### config.mk
export PLATFORM = sky130hd
export DESIGN_NAME = varint_zigzag_serializer_flat
export DESIGN_NICKNAME = d
export VERILOG_FILES = /design/src/design/vzs_pkg.sv /design/src/design/vzs_if.sv /design/src/design/vzs_front.sv /design/src/design/vzs_queue.sv /design/src/design/vzs_back.sv /design/src/design/varint_zigzag_serializer.sv /design/src/flat_wrapper.sv
export SDC_FILE = /design/constraint.sdc
export NUM_CORES = 1
export LEC_CHECK = 0
export ABC_CLOCK_PERIOD_IN_PS = 6480
export CORE_ASPECT_RATIO = 1.5
export CORE_MARGIN = 4
export CORE_UTILIZATION = 45
export DETAILED_ROUTE_END_ITERATION = 16
export DONT_BUFFER_PORTS = 1
export PLACE_DENSITY = 0.66
export SKIP_CTS_REPAIR_TIMING = 1
export SLEW_MARGIN = 20
export SYNTH_ARGS = -nofsm -noshare
export SYNTH_HDL_FRONTEND = slang
export SYNTH_SLANG_ARGS = --single-unit
### constraint.sdc
create_clock -name clk -period 6.48 [get_ports clk]
set_clock_uncertainty 0.1 [all_clocks]
set_input_delay 1.296 -clock clk [delete_from_list [all_inputs] [get_ports clk]]
set_output_delay 1.296 -clock clk [all_outputs]
set_load 0.01 [all_outputs]
### src/design/vzs_pkg.sv
package vzs_pkg;

  localparam int CMD_W     = 4;
  localparam int DATA_W    = 64;
  localparam int BYTE_W    = 8;
  localparam int GROUP_W   = 7;
  localparam int MAX_BYTES = 10;
  localparam int NB_W      = 4;

  localparam logic [BYTE_W-1:0] GROUP_MASK = 8'h7F;
  localparam logic [BYTE_W-1:0] MORE_BIT   = 8'h80;
  localparam logic [BYTE_W-1:0] BYTE_MASK  = 8'hFF;

  typedef enum logic [CMD_W-1:0] {
    CMD_BOOL       = 4'd0,
    CMD_U8         = 4'd1,
    CMD_I8         = 4'd2,
    CMD_U16        = 4'd3,
    CMD_U32        = 4'd4,
    CMD_U64        = 4'd5,
    CMD_I16        = 4'd6,
    CMD_I32        = 4'd7,
    CMD_I64        = 4'd8,
    CMD_FLOAT      = 4'd9,
    CMD_DOUBLE     = 4'd10,
    CMD_ARRAY_BYTE = 4'd11
  } cmd_t;

  // One classified job for the back end: raw bytes or varint groups.
  typedef struct packed {
    logic              raw;
    logic [DATA_W-1:0] value;
    logic [NB_W-1:0]   nbytes;
  } work_t;

  // Number of 7-bit groups a varint needs; at least one.
  function automatic logic [NB_W-1:0] varint_len(logic [DATA_W-1:0] v);
    logic [NB_W-1:0] len;
    len = NB_W'(1);
    for (int k = 1; k < MAX_BYTES; k++) begin
      if ((v >> (GROUP_W * k)) != '0) begin
        len = NB_W'(k + 1);
      end
    end
    return len;
  endfunction

endpackage

### src/design/vzs_if.sv
interface vzs_in_if;
  logic                        valid;
  logic                        ready;
  logic [vzs_pkg::CMD_W-1:0]   command;
  logic [vzs_pkg::DATA_W-1:0]  payload;

  modport source (output valid, output command, output payload, input ready);
  modport sink   (input valid, input command, input payload, output ready);
endinterface

interface vzs_out_if;
  logic                        valid;
  logic                        ready;
  logic [vzs_pkg::BYTE_W-1:0]  out_byte;
  logic                        last_byte;

  modport source (output valid, output out_byte, output last_byte, input ready);
  modport sink   (input valid, input out_byte, input last_byte, output ready);
endinterface

### src/design/vzs_front.sv
module vzs_front (
  input  logic                       clk,
  input  logic                       rst_n,
  vzs_in_if.sink                     in_if,
  input  logic                       q_full,
  output logic                       q_push,
  output vzs_pkg::work_t             q_wdata
);
  import vzs_pkg::*;

  logic        known;
  logic [15:0] zz16;
  logic [31:0] zz32;
  logic [63:0] zz64;
  logic [63:0] vint;

  assign in_if.ready = !q_full;

  assign zz16 = {in_if.payload[14:0], 1'b0} ^ {16{in_if.payload[15]}};
  assign zz32 = {in_if.payload[30:0], 1'b0} ^ {32{in_if.payload[31]}};
  assign zz64 = {in_if.payload[62:0], 1'b0} ^ {64{in_if.payload[63]}};

  always_comb begin
    known         = 1'b1;
    q_wdata.raw   = 1'b1;
    q_wdata.value = in_if.payload;
    q_wdata.nbytes = NB_W'(1);
    vint          = '0;
    unique case (cmd_t'(in_if.command))
      CMD_BOOL: begin
        q_wdata.value = DATA_W'(in_if.payload != '0);
      end
      CMD_U8, CMD_I8, CMD_ARRAY_BYTE: begin
        q_wdata.nbytes = NB_W'(1);
      end
      CMD_FLOAT: begin
        q_wdata.nbytes = NB_W'(4);
      end
      CMD_DOUBLE: begin
        q_wdata.nbytes = NB_W'(8);
      end
      CMD_U16: begin
        vint = DATA_W'(in_if.payload[15:0]);
        q_wdata.raw = 1'b0;
      end
      CMD_U32: begin
        vint = DATA_W'(in_if.payload[31:0]);
        q_wdata.raw = 1'b0;
      end
      CMD_U64: begin
        vint = in_if.payload;
        q_wdata.raw = 1'b0;
      end
      CMD_I16: begin
        vint = DATA_W'(zz16);
        q_wdata.raw = 1'b0;
      end
      CMD_I32: begin
        vint = DATA_W'(zz32);
        q_wdata.raw = 1'b0;
      end
      CMD_I64: begin
        vint = zz64;
        q_wdata.raw = 1'b0;
      end
      default: begin
        known = 1'b0;
      end
    endcase
    if (!q_wdata.raw) begin
      q_wdata.value  = vint;
      q_wdata.nbytes = varint_len(vint);
    end
  end

  // Unused codes are taken and dropped.
  assign q_push = in_if.valid && in_if.ready && known;

  a_nbytes_range: assert property (@(posedge clk) disable iff (!rst_n)
    q_push |-> (q_wdata.nbytes != '0 && q_wdata.nbytes <= NB_W'(MAX_BYTES)))
    else $error("front: byte count out of range");

endmodule

### src/design/vzs_queue.sv
module vzs_queue #(
  parameter int DEPTH = 2
) (
  input  logic            clk,
  input  logic            rst_n,
  input  logic            push,
  input  vzs_pkg::work_t  wdata,
  input  logic            pop,
  output vzs_pkg::work_t  rdata,
  output logic            full,
  output logic            empty
);
  import vzs_pkg::*;

  localparam int PTR_W = (DEPTH > 1) ? $clog2(DEPTH) : 1;
  localparam int CNT_W = $clog2(DEPTH + 1);

  work_t            mem_r [DEPTH];
  logic [PTR_W-1:0] wr_ptr_r, wr_ptr_nxt;
  logic [PTR_W-1:0] rd_ptr_r, rd_ptr_nxt;
  logic [CNT_W-1:0] count_r, count_nxt;

  assign full  = (count_r == CNT_W'(DEPTH));
  assign empty = (count_r == '0);
  assign rdata = mem_r[rd_ptr_r];

  always_comb begin
    wr_ptr_nxt = wr_ptr_r;
    rd_ptr_nxt = rd_ptr_r;
    count_nxt  = count_r;
    if (push) begin
      wr_ptr_nxt = (wr_ptr_r == PTR_W'(DEPTH - 1)) ? '0 : wr_ptr_r + PTR_W'(1);
    end
    if (pop) begin
      rd_ptr_nxt = (rd_ptr_r == PTR_W'(DEPTH - 1)) ? '0 : rd_ptr_r + PTR_W'(1);
    end
    if (push && !pop) begin
      count_nxt = count_r + CNT_W'(1);
    end else if (pop && !push) begin
      count_nxt = count_r - CNT_W'(1);
    end
  end

  always_ff @(posedge clk) begin
    if (!rst_n) begin
      wr_ptr_r <= '0;
      rd_ptr_r <= '0;
      count_r  <= '0;
    end else begin
      wr_ptr_r <= wr_ptr_nxt;
      rd_ptr_r <= rd_ptr_nxt;
      count_r  <= count_nxt;
    end
  end

  always_ff @(posedge clk) begin
    if (push) begin
      mem_r[wr_ptr_r] <= wdata;
    end
  end

  a_no_overflow: assert property (@(posedge clk) disable iff (!rst_n)
    full |-> !push)
    else $error("queue: push while full");

  a_no_underflow: assert property (@(posedge clk) disable iff (!rst_n)
    empty |-> !pop)
    else $error("queue: pop while empty");

endmodule

### src/design/vzs_back.sv
module vzs_back (
  input  logic            clk,
  input  logic            rst_n,
  input  vzs_pkg::work_t  q_rdata,
  input  logic            q_empty,
  output logic            q_pop,
  vzs_out_if.source       out_if
);
  import vzs_pkg::*;

  logic              busy_r, busy_nxt;
  logic              raw_r, raw_nxt;
  logic [DATA_W-1:0] val_r, val_nxt;
  logic [NB_W-1:0]   cnt_r, cnt_nxt;
  logic              ovalid_r, ovalid_nxt;
  logic [BYTE_W-1:0] obyte_r, obyte_nxt;
  logic              olast_r, olast_nxt;

  logic              can_emit;
  logic              at_last;
  logic              load;
  logic [BYTE_W-1:0] cur_byte;

  assign can_emit = busy_r && (!ovalid_r || out_if.ready);
  assign at_last  = (cnt_r == NB_W'(1));
  assign load     = !q_empty && (!busy_r || (can_emit && at_last));
  assign q_pop    = load;

  assign cur_byte = raw_r ? (val_r[BYTE_W-1:0] & BYTE_MASK)
                          : ((val_r[BYTE_W-1:0] & GROUP_MASK) | (at_last ? '0 : MORE_BIT));

  always_comb begin
    busy_nxt   = busy_r;
    raw_nxt    = raw_r;
    val_nxt    = val_r;
    cnt_nxt    = cnt_r;
    ovalid_nxt = ovalid_r;
    obyte_nxt  = obyte_r;
    olast_nxt  = olast_r;
    // drain the output register once taken
    if (out_if.ready) begin
      ovalid_nxt = 1'b0;
    end
    if (can_emit) begin
      ovalid_nxt = 1'b1;
      obyte_nxt  = cur_byte;
      olast_nxt  = at_last;
      val_nxt    = raw_r ? (val_r >> BYTE_W) : (val_r >> GROUP_W);
      cnt_nxt    = cnt_r - NB_W'(1);
      if (at_last) begin
        busy_nxt = 1'b0;
      end
    end
    if (load) begin
      busy_nxt = 1'b1;
      raw_nxt  = q_rdata.raw;
      val_nxt  = q_rdata.value;
      cnt_nxt  = q_rdata.nbytes;
    end
  end

  always_ff @(posedge clk) begin
    if (!rst_n) begin
      busy_r   <= 1'b0;
      ovalid_r <= 1'b0;
    end else begin
      busy_r   <= busy_nxt;
      ovalid_r <= ovalid_nxt;
    end
  end

  always_ff @(posedge clk) begin
    raw_r   <= raw_nxt;
    val_r   <= val_nxt;
    cnt_r   <= cnt_nxt;
    obyte_r <= obyte_nxt;
    olast_r <= olast_nxt;
  end

  assign out_if.valid     = ovalid_r;
  assign out_if.out_byte  = obyte_r;
  assign out_if.last_byte = olast_r;

  a_busy_count: assert property (@(posedge clk) disable iff (!rst_n)
    busy_r |-> (cnt_r != '0 && cnt_r <= NB_W'(MAX_BYTES)))
    else $error("back: busy with bad remaining count");

  a_varint_more: assert property (@(posedge clk) disable iff (!rst_n)
    (can_emit && !raw_r && !at_last) |=> obyte_r[BYTE_W-1])
    else $error("back: varint continuation bit missing");

endmodule

### src/design/varint_zigzag_serializer.sv
// Typed-value serializer: one typed value in, a run of bytes out.
// Input channel (in_if): command selects the type (bool, u8/i8/array byte,
// u16/u32/u64, i16/i32/i64, float, double) and payload carries the value in
// its low bits. Unused command codes are taken and produce no bytes.
// Output channel (out_if): one byte per transaction; last_byte marks the
// final byte of each input item. Varints go out low group first with bit 7
// set on all but the last byte; signed types are zigzag-mapped first.
// The first byte of an item is written into the queue, loaded into the back-end
// registers and then registered in the output register before it is presented.
// Throughput: the back end sends one byte per cycle while out_if.ready allows;
// an item is 1 to 10 bytes (10 for a 64-bit varint at or above 2^63); items
// waiting in the queue follow back to back with no gap. The front end takes one
// item per cycle as long as the QUEUE_DEPTH-entry queue has room.
// Reset: rst_n (synchronous, active low) empties the queue, idles the back end
// and clears the output register; no other state is kept between items.
// Stall: while out_if.ready is low the output register holds its byte, the
// back end waits, the queue fills and then in_if.ready drops.
module varint_zigzag_serializer #(
  parameter int QUEUE_DEPTH = 2
) (
  input  logic       clk,
  input  logic       rst_n,
  vzs_in_if.sink     in_if,
  vzs_out_if.source  out_if
);
  import vzs_pkg::*;

  work_t q_wdata;
  work_t q_rdata;
  logic  q_push;
  logic  q_pop;
  logic  q_full;
  logic  q_empty;

  // classify each transaction into raw bytes or varint groups
  vzs_front u_front (
    .clk     (clk),
    .rst_n   (rst_n),
    .in_if   (in_if),
    .q_full  (q_full),
    .q_push  (q_push),
    .q_wdata (q_wdata)
  );

  // decouple intake from byte emission
  vzs_queue #(
    .DEPTH (QUEUE_DEPTH)
  ) u_queue (
    .clk   (clk),
    .rst_n (rst_n),
    .push  (q_push),
    .wdata (q_wdata),
    .pop   (q_pop),
    .rdata (q_rdata),
    .full  (q_full),
    .empty (q_empty)
  );

  // shift out one byte per cycle into the output register while out_if.ready allows
  vzs_back u_back (
    .clk     (clk),
    .rst_n   (rst_n),
    .q_rdata (q_rdata),
    .q_empty (q_empty),
    .q_pop   (q_pop),
    .out_if  (out_if)
  );

endmodule
### src/flat_wrapper.sv
// flat-port wrapper written by rule: the top's interface ports become plain ports
module varint_zigzag_serializer_flat import vzs_pkg::*;
#(
  parameter int QUEUE_DEPTH = 2
)
  (clk, rst_n, in_if_valid, in_if_command, in_if_payload, in_if_ready, out_if_valid, out_if_out_byte, out_if_last_byte, out_if_ready);
  vzs_in_if in_if_i ();
  vzs_out_if out_if_i ();
  input  logic clk;
  input  logic rst_n;
  input wire logic [$bits(in_if_i.valid)-1:0] in_if_valid;
  input wire logic [$bits(in_if_i.command)-1:0] in_if_command;
  input wire logic [$bits(in_if_i.payload)-1:0] in_if_payload;
  output wire logic [$bits(in_if_i.ready)-1:0] in_if_ready;
  output wire logic [$bits(out_if_i.valid)-1:0] out_if_valid;
  output wire logic [$bits(out_if_i.out_byte)-1:0] out_if_out_byte;
  output wire logic [$bits(out_if_i.last_byte)-1:0] out_if_last_byte;
  input wire logic [$bits(out_if_i.ready)-1:0] out_if_ready;
  assign in_if_i.valid = in_if_valid;
  assign in_if_i.command = in_if_command;
  assign in_if_i.payload = in_if_payload;
  assign in_if_ready = in_if_i.ready;
  assign out_if_valid = out_if_i.valid;
  assign out_if_out_byte = out_if_i.out_byte;
  assign out_if_last_byte = out_if_i.last_byte;
  assign out_if_i.ready = out_if_ready;
  varint_zigzag_serializer #(.QUEUE_DEPTH(QUEUE_DEPTH)) u_core (.clk(clk), .rst_n(rst_n), .in_if(in_if_i), .out_if(out_if_i));
endmodule
**Word level (Yosys, flattened, before mapping)**

Memories as Yosys holds them, arrays and structs flattened. A register that Yosys moved wholly into a read port is not among the register bits.
Cells that the tools add are included.

- Register bits: 84
- Bits in latches: 0
- Bits in writable memories: 138
- Bits in read-only memories: 0
- Bits of input ports: 72
- Output and inout port bits: 11
- Memories kept: 1

- $add $sub $neg: 5
- $mul: 0
- Divide/modulo/power cells: 0
- Magnitude comparators: 0
- Equality and inequality tests: 13
- Shifts and indexed selects: 0
- Muxes and demuxes: 35
- Bitwise logic cells: 4
- Reduce and logical (&&, ||, !) cells: 33

Memory list:

| name | depth | bits a word | rd ports | clocked after memory_dff | write ports | RTL line | source |
|---|---|---|---|---|---|---|---|
| u_core.u_queue.mem_r | 2 | 69 | 1 | 1 | 1 | vzs_queue.sv:18 | `work_t mem_r [DEPTH];` |

Operators by type and width:

| operator | count |
|---|---|
| nonzero test 64 bit | 9 |
| one-hot mux 64 bit (6 select lines) | 1 |
| two-way mux 64 bit | 3 |
| two-way mux 68 bit | 1 |
| XOR 64 bit | 1 |
| two-way mux 57 bit | 1 |
| two-way mux 4 bit | 10 |
| XOR 32 bit | 1 |
| == test 4 x 3 -> 1 bit, second input constant | 4 |
| == test 4 bit, second input constant | 4 |
| two-way mux 8 bit | 2 |
| XOR 16 bit | 1 |
| two-way mux 1 bit | 13 |
| OR reduction 12 bit | 1 |
| == test 4 x 1 -> 1 bit, second input constant | 2 |
| == test 4 x 2 -> 1 bit, second input constant | 2 |
| bitwise OR 7 x 8 -> 8 bit | 1 |
| one-hot mux 4 bit (2 select lines) | 1 |
| nonzero test 2 bit | 4 |
| logical AND 1 bit | 7 |
| zero test 1 bit | 6 |
| two-way mux 2 bit | 3 |
| OR reduction 6 bit | 1 |
| zero test 4 bit | 1 |
| 8 further kinds | 10 |

**Longest topological paths before layout**

- Word-level depth: 13
- Mapped depth: 11
- Depth with buffers taken out: 9

**Cells and area by module**

Synthesis repeated with hierarchy kept, for this count alone.

- Cells, all modules: 946
- Area, all modules: 12444.4 sq um

Modules (own cells, without submodules):

| module | instances | cells each | area an instance (sq um) |
|---|---|---|---|
| vzs_queue | 1 | 237 | 5237.5 |
| vzs_back | 1 | 239 | 4226.6 |
| vzs_front | 1 | 470 | 2980.4 |

**Worst setup path before layout**

OpenSTA, ideal clock, no wires.

- Path kind: input-to-reg
- Start point: input port in_if_command[2]
- End point: memory u_core.u_queue.mem_r[0][0] (netlist bit), enable pin
- Library setup time: 0.498 ns
- Data arrival time: 4.688 ns
- Data required time: 5.882 ns
- Slack: 1.194 ns
- Stages on the path: 5
- Path buffers: 2
- Cells stage by stage: buf_6 clkbuf_1 nand2_1 nand3_1 nor2_1

- Cells in the longest elaborated chain, start to end: 6
- Elaborated cells between the ends (all ways): 17
- Those cells by class: eq/ne: 11; mux: 3; reduce/logical: 3

Ends and longest elaborated chain:

| element | RTL line | source |
|---|---|---|
| from (decl) | flat_wrapper.sv:12 | `input wire logic [$bits(in_if_i.command)-1:0] in_if_command;` |
| == test 4 bit (tied with other cells) | vzs_front.sv:29 | `unique case (cmd_t'(in_if.command))` |
| OR reduction 12 bit (no line) * | - |  |
| two-way mux 1 bit * | vzs_front.sv:29 |  |
| logical AND 1 bit * | vzs_front.sv:77 | `assign q_push = in_if.valid && in_if.ready && known;` |
| two-way mux 1 bit * | vzs_queue.sv:57 | `if (push) begin` |
| two-way mux 1 bit (implied by the code) * | vzs_queue.sv:58 | `mem_r[wr_ptr_r] <= wdata;` |
| to (decl) | vzs_queue.sv:18 |  |

Every way passes the cells marked *; elsewhere a longest branch is shown, timed or not.

==> summary.md <==
| Metric | Value |
|---|---|
| Total GRT Usage | `between 10% and 20%` |
| Core ar. | `25200 um2` |
| Most frequent cells in the layout | `216 x edfxtp_1, 80 x a21oi_1, 68 x mux2i_1` |
| FF+latch count, synth | `about 220` |
| Worst-margin pin slew | `~1.1 ns` |
| Cts bufs inserted | `21` |
| Worst-Skew Late Latency | `between 0.4 and 0.5 ns` |
| Initial Util | `a little under half` |
| Most common cell after layout, fill and taps aside | `edfxtp_1` |
| Final nets | `slightly above 1k` |
| Vias | `roughly 7.6k` |
| DP Wirelength | `approximately 18 mm` |
| Worst R2R Start | `u_core.u_back.cnt_r[0]$_DFFE_PP_` |
| Final ANT Viol Nets | `0` |
| TritonRoute pass-1 iters | `5` |
| Crit path kind | `input pin to flop` |
| Synth Cell Area | `11600 um2` |
| Final core occ | `49.1%` |
| Die X | `139 um` |
| Crit path time final | `3.38 ns` |
| Crit Path Max Fanout | `40` |
| R2r endpoint | `u_core.u_back.val_r[57]$_SDFFCE_PN0P_` |
| Vias in the first global route | `between 7k and 8k` |
| Critical path launch point | `in_if_command[2]` |
| Worst endpoint data arrival time | `around 3.5 ns` |
| Synth Area in XOR/XNOR | `between 2 and 3%` |
| Max Slew Vio Count | `0` |
| Hold path startpoint | `u_core.u_back.val_r[2]$_DFFE_PP_` |
| Die Y | `roughly 200 um` |
| Setup TNS | `0 ns` |
| GRT overflow | `0` |
| Pin count of the biggest net entering global routing | `between 100 and 150` |
| Max_cap viols | `0` |
| Compound-gate portion of the synthesized area | `between 10% and 20%` |
| Synth top area share | `a little under three fifths` |
| Flop2flop setup slack | `~3.4 ns` |
| Post-route DRC | `0` |
| DR vias/cell | `a little under 6` |
| Synth async-reset ratio | `0%` |
| Worst-path clk slew | `roughly 0.060 ns` |
| Post-synthesis sequential area ratio | `between 50% and 60%` |
| Final Wtd Congestion | `between 0.9 and 1` |
| Cell leakage power | `roughly 4.1 nW` |
| CTS H-tree depth | `1` |
| Syn-to-layout area delta | `6.75%` |
| CTS Sinks | `223` |
| Drt wl/cell | `between 20 and 25 um` |
| Dpl ws | `2.59 ns` |
| Die ar. | `about 28000 um2` |
| Post-Route WL | `around 26 mm` |
| Site row count | `71` |
| Post-synthesis simple-gate area fraction | `around an eighth` |
| Final worst setup slack | `3.10 ns` |
| Layout cells sized above 1 | `7.36%` |
| Run status | `finished clean` |
| Largest family of logic cells by synthesized area | `compound AO/OA/AOI/OAI gates` |
| I/O pin cnt | `a little over 80` |
| CTS Root Cell | `clkbuf_16` |
| PwrDens | `slightly above 400 nW/um2` |
| Worst Reg-to-Reg Cells | `7` |
| Antenna fix cells | `0` |
| Main area contributors after synthesis | `edfxtp_1 56%, mux2i_1 5.9%, a211oi_1 4.2%, a21oi_1 3.4%, nor2b_1 3.3%` |
| Yosys cell types | `72` |
| Multiplexer share of the synthesized area | `6.25%` |
| Final number of setup-violating endpoints | `0` |
| Max_slew headroom | `29.3%` |
| Period Utilization, post-route | `between 50% and 60%` |
| Synth Instances | `988` |
| First-pass GRT wire length | `41.5 mm` |
| Ys Warns | `0` |
| Syn_area_per_cell | `~12 um2` |
| Synth Flop Type | `edfxtp_1` |
| Syn_nets | `~1.1k` |
| Fmax | `approximately 300 MHz` |
| Final Hold Violating Endpoints | `0` |
| Adder-Cell Fraction of Synth Area | `less than 1%` |
| Port bufs | `0` |
| Setup crit start kind | `input pin` |
| Fill cells | `between 2k and 2.5k` |
| RSZ-0062 raised after global routing | `no` |
| Worst hold path class | `flop to flop` |
| Antenna violations before repair | `0` |
| CTS tree | `built` |
| Worst vdd ir | `0.000289 V` |
| First DRT Iteration DRCs | `about 530` |
| CP endpoint kind | `flop` |
| Largest area contributor in the netlist | `edfxtp_1` |
| Crit path capture | `u_core.u_queue.mem_r[0][0]$_DFFE_PP_` |
| Post-synth EDFFs | `around 220` |
| CP Data Required Time | `approximately 6.6 ns` |
| Longest Clk Path Bufs | `3` |
-- cell families (layout without fill, tap and decap cells) --
logic type | after synthesis | after routing
xor gates and xnor gates | 38 | 38
and+or+nand+nor | 255 | 255
adders and majority gates | 6 | 6
buffers and inverters | 97 | 60
DFF | 223 | 223
AOI/OAI and AO/OA | 297 | 297
muxes | 72 | 72
-- area by class of cell --
class,count,area (um2),area share (%)
Sequential cell,223,6630,53.5
Multi-Input combinational cell,668,4590,37.1
Clock buffer,28,552,4.45
Tap cell,328,410,3.31
Clock inverter,8,85.1,0.686
Timing Repair Buffer,10,75.1,0.605
Inverter,14,52.6,0.424
-- flip-flops by register name, summed over array words and instances, names as in the netlist, named ones only --
| signal | flops |
|---|---|
| u_core.u_back.out_if.out_byte | 8 |
| u_core.u_back.val_r | 64 |
| u_core.u_queue.wr_ptr_r | 1 |
| u_core.u_queue.count_r | 2 |
| u_core.u_back.cnt_r | 4 |
| u_core.u_back.busy_r | 1 |
| u_core.u_queue.rd_ptr_r | 1 |
| u_core.u_queue.mem_r | 138 |
| u_core.u_back.out_if.valid | 1 |
| u_core.u_back.out_if.last_byte | 1 |
| u_core.u_back.raw_r | 1 |
-- worst max-delay path: stages --
cell       delay, ns
or4b_4          0.75
o22ai_2         0.66
a2111oi_0       0.24
o211ai_1        0.25
nor4_2          0.08
o31ai_1         0.08
a22oi_1         0.15
-- per-layer routing --
layer  vias to the layer above  share of wire (%)  track usage, %
li1                       3688                  -               -
met1                      3674                 42            23.5
met2                       210                 49            30.7
met3                        39                5.1            2.94
met4                         0                3.8            7.73
met5                         -                  0               0
-- cell usage after synthesis, types with 3 or more instances --
| cell | number |
|---|---|
| o211ai_1 | 7 |
| nor4_2 | 3 |
| mux2i_1 | 68 |
| nand2_1 | 57 |
| buf_6 | 6 |
| dfxtp_1 | 7 |
| clkbuf_1 | 54 |
| nand3_1 | 19 |
| nor2_1 | 37 |
| o32ai_1 | 3 |
| o22ai_2 | 3 |
| edfxtp_1 | 216 |
| or2_2 | 5 |
| o21ai_0 | 58 |
| nand4_1 | 8 |
| nor4_1 | 13 |
| o22ai_1 | 4 |
| buf_2 | 10 |
| buf_4 | 6 |
| a22oi_1 | 15 |
| buf_1 | 7 |
| a221o_1 | 12 |
| a22o_1 | 4 |
| xor2_1 | 3 |
| xnor2_1 | 35 |
| inv_1 | 14 |
| a211oi_1 | 65 |
| ha_1 | 6 |
| o21a_1 | 3 |
| a21o_1 | 6 |
| or3_1 | 5 |
| nor3_1 | 18 |
| a2bb2oi_1 | 3 |
| a2111oi_0 | 6 |
| nand2b_1 | 5 |
| mux2_2 | 4 |
| and2_1 | 5 |
| nor2b_1 | 62 |
| a21oi_1 | 80 |
-- stage by stage --
stage / total power, mW / hold slack [ns] / cells / area [um2]
global route: 5.30 / 0.324 / 1279 / 12400
detailed placement: 3.89 / 0.307 / 1243 / 11800
global placement: 3.84 / 0.303 / 1243 / 11800
finish: 5.00 / 0.319 / 1279 / 12400
CTS: 5.05 / 0.321 / 1279 / 12400
floorplan: 3.52 / 0.300 / 988 / 11600
-- how the worst min path moves through the flow --
| stage | end | slack, ns | cells past startpoint |
|---|---|---|---|
| 6_report | u_core.u_back.out_if.out_byte[2]$_DFFE_PP_ | 0.32 | 0 |
| 5_1_grt | u_core.u_back.out_if.out_byte[3]$_DFFE_PP_ | 0.32 | 0 |
| 2_1_floorplan | u_core.u_back.out_if.out_byte[0]$_DFFE_PP_ | 0.30 | 0 |
| 3_5_place_dp | u_core.u_back.out_if.out_byte[3]$_DFFE_PP_ | 0.31 | 0 |
| 3_3_place_gp | u_core.u_back.out_if.out_byte[4]$_DFFE_PP_ | 0.30 | 0 |
| 4_1_cts | u_core.u_back.out_if.out_byte[4]$_DFFE_PP_ | 0.32 | 0 |
-- where the power goes --
group | internal, mW | total (mW) | switching [mW]
clock | 0.675 | 1.17 | 0.490
combinational | 0.531 | 1.44 | 0.909
sequential | 2.20 | 2.39 | 0.190
total | 3.41 | 5.00 | 1.59
Note: power is estimated with default switching activity, not from simulation.
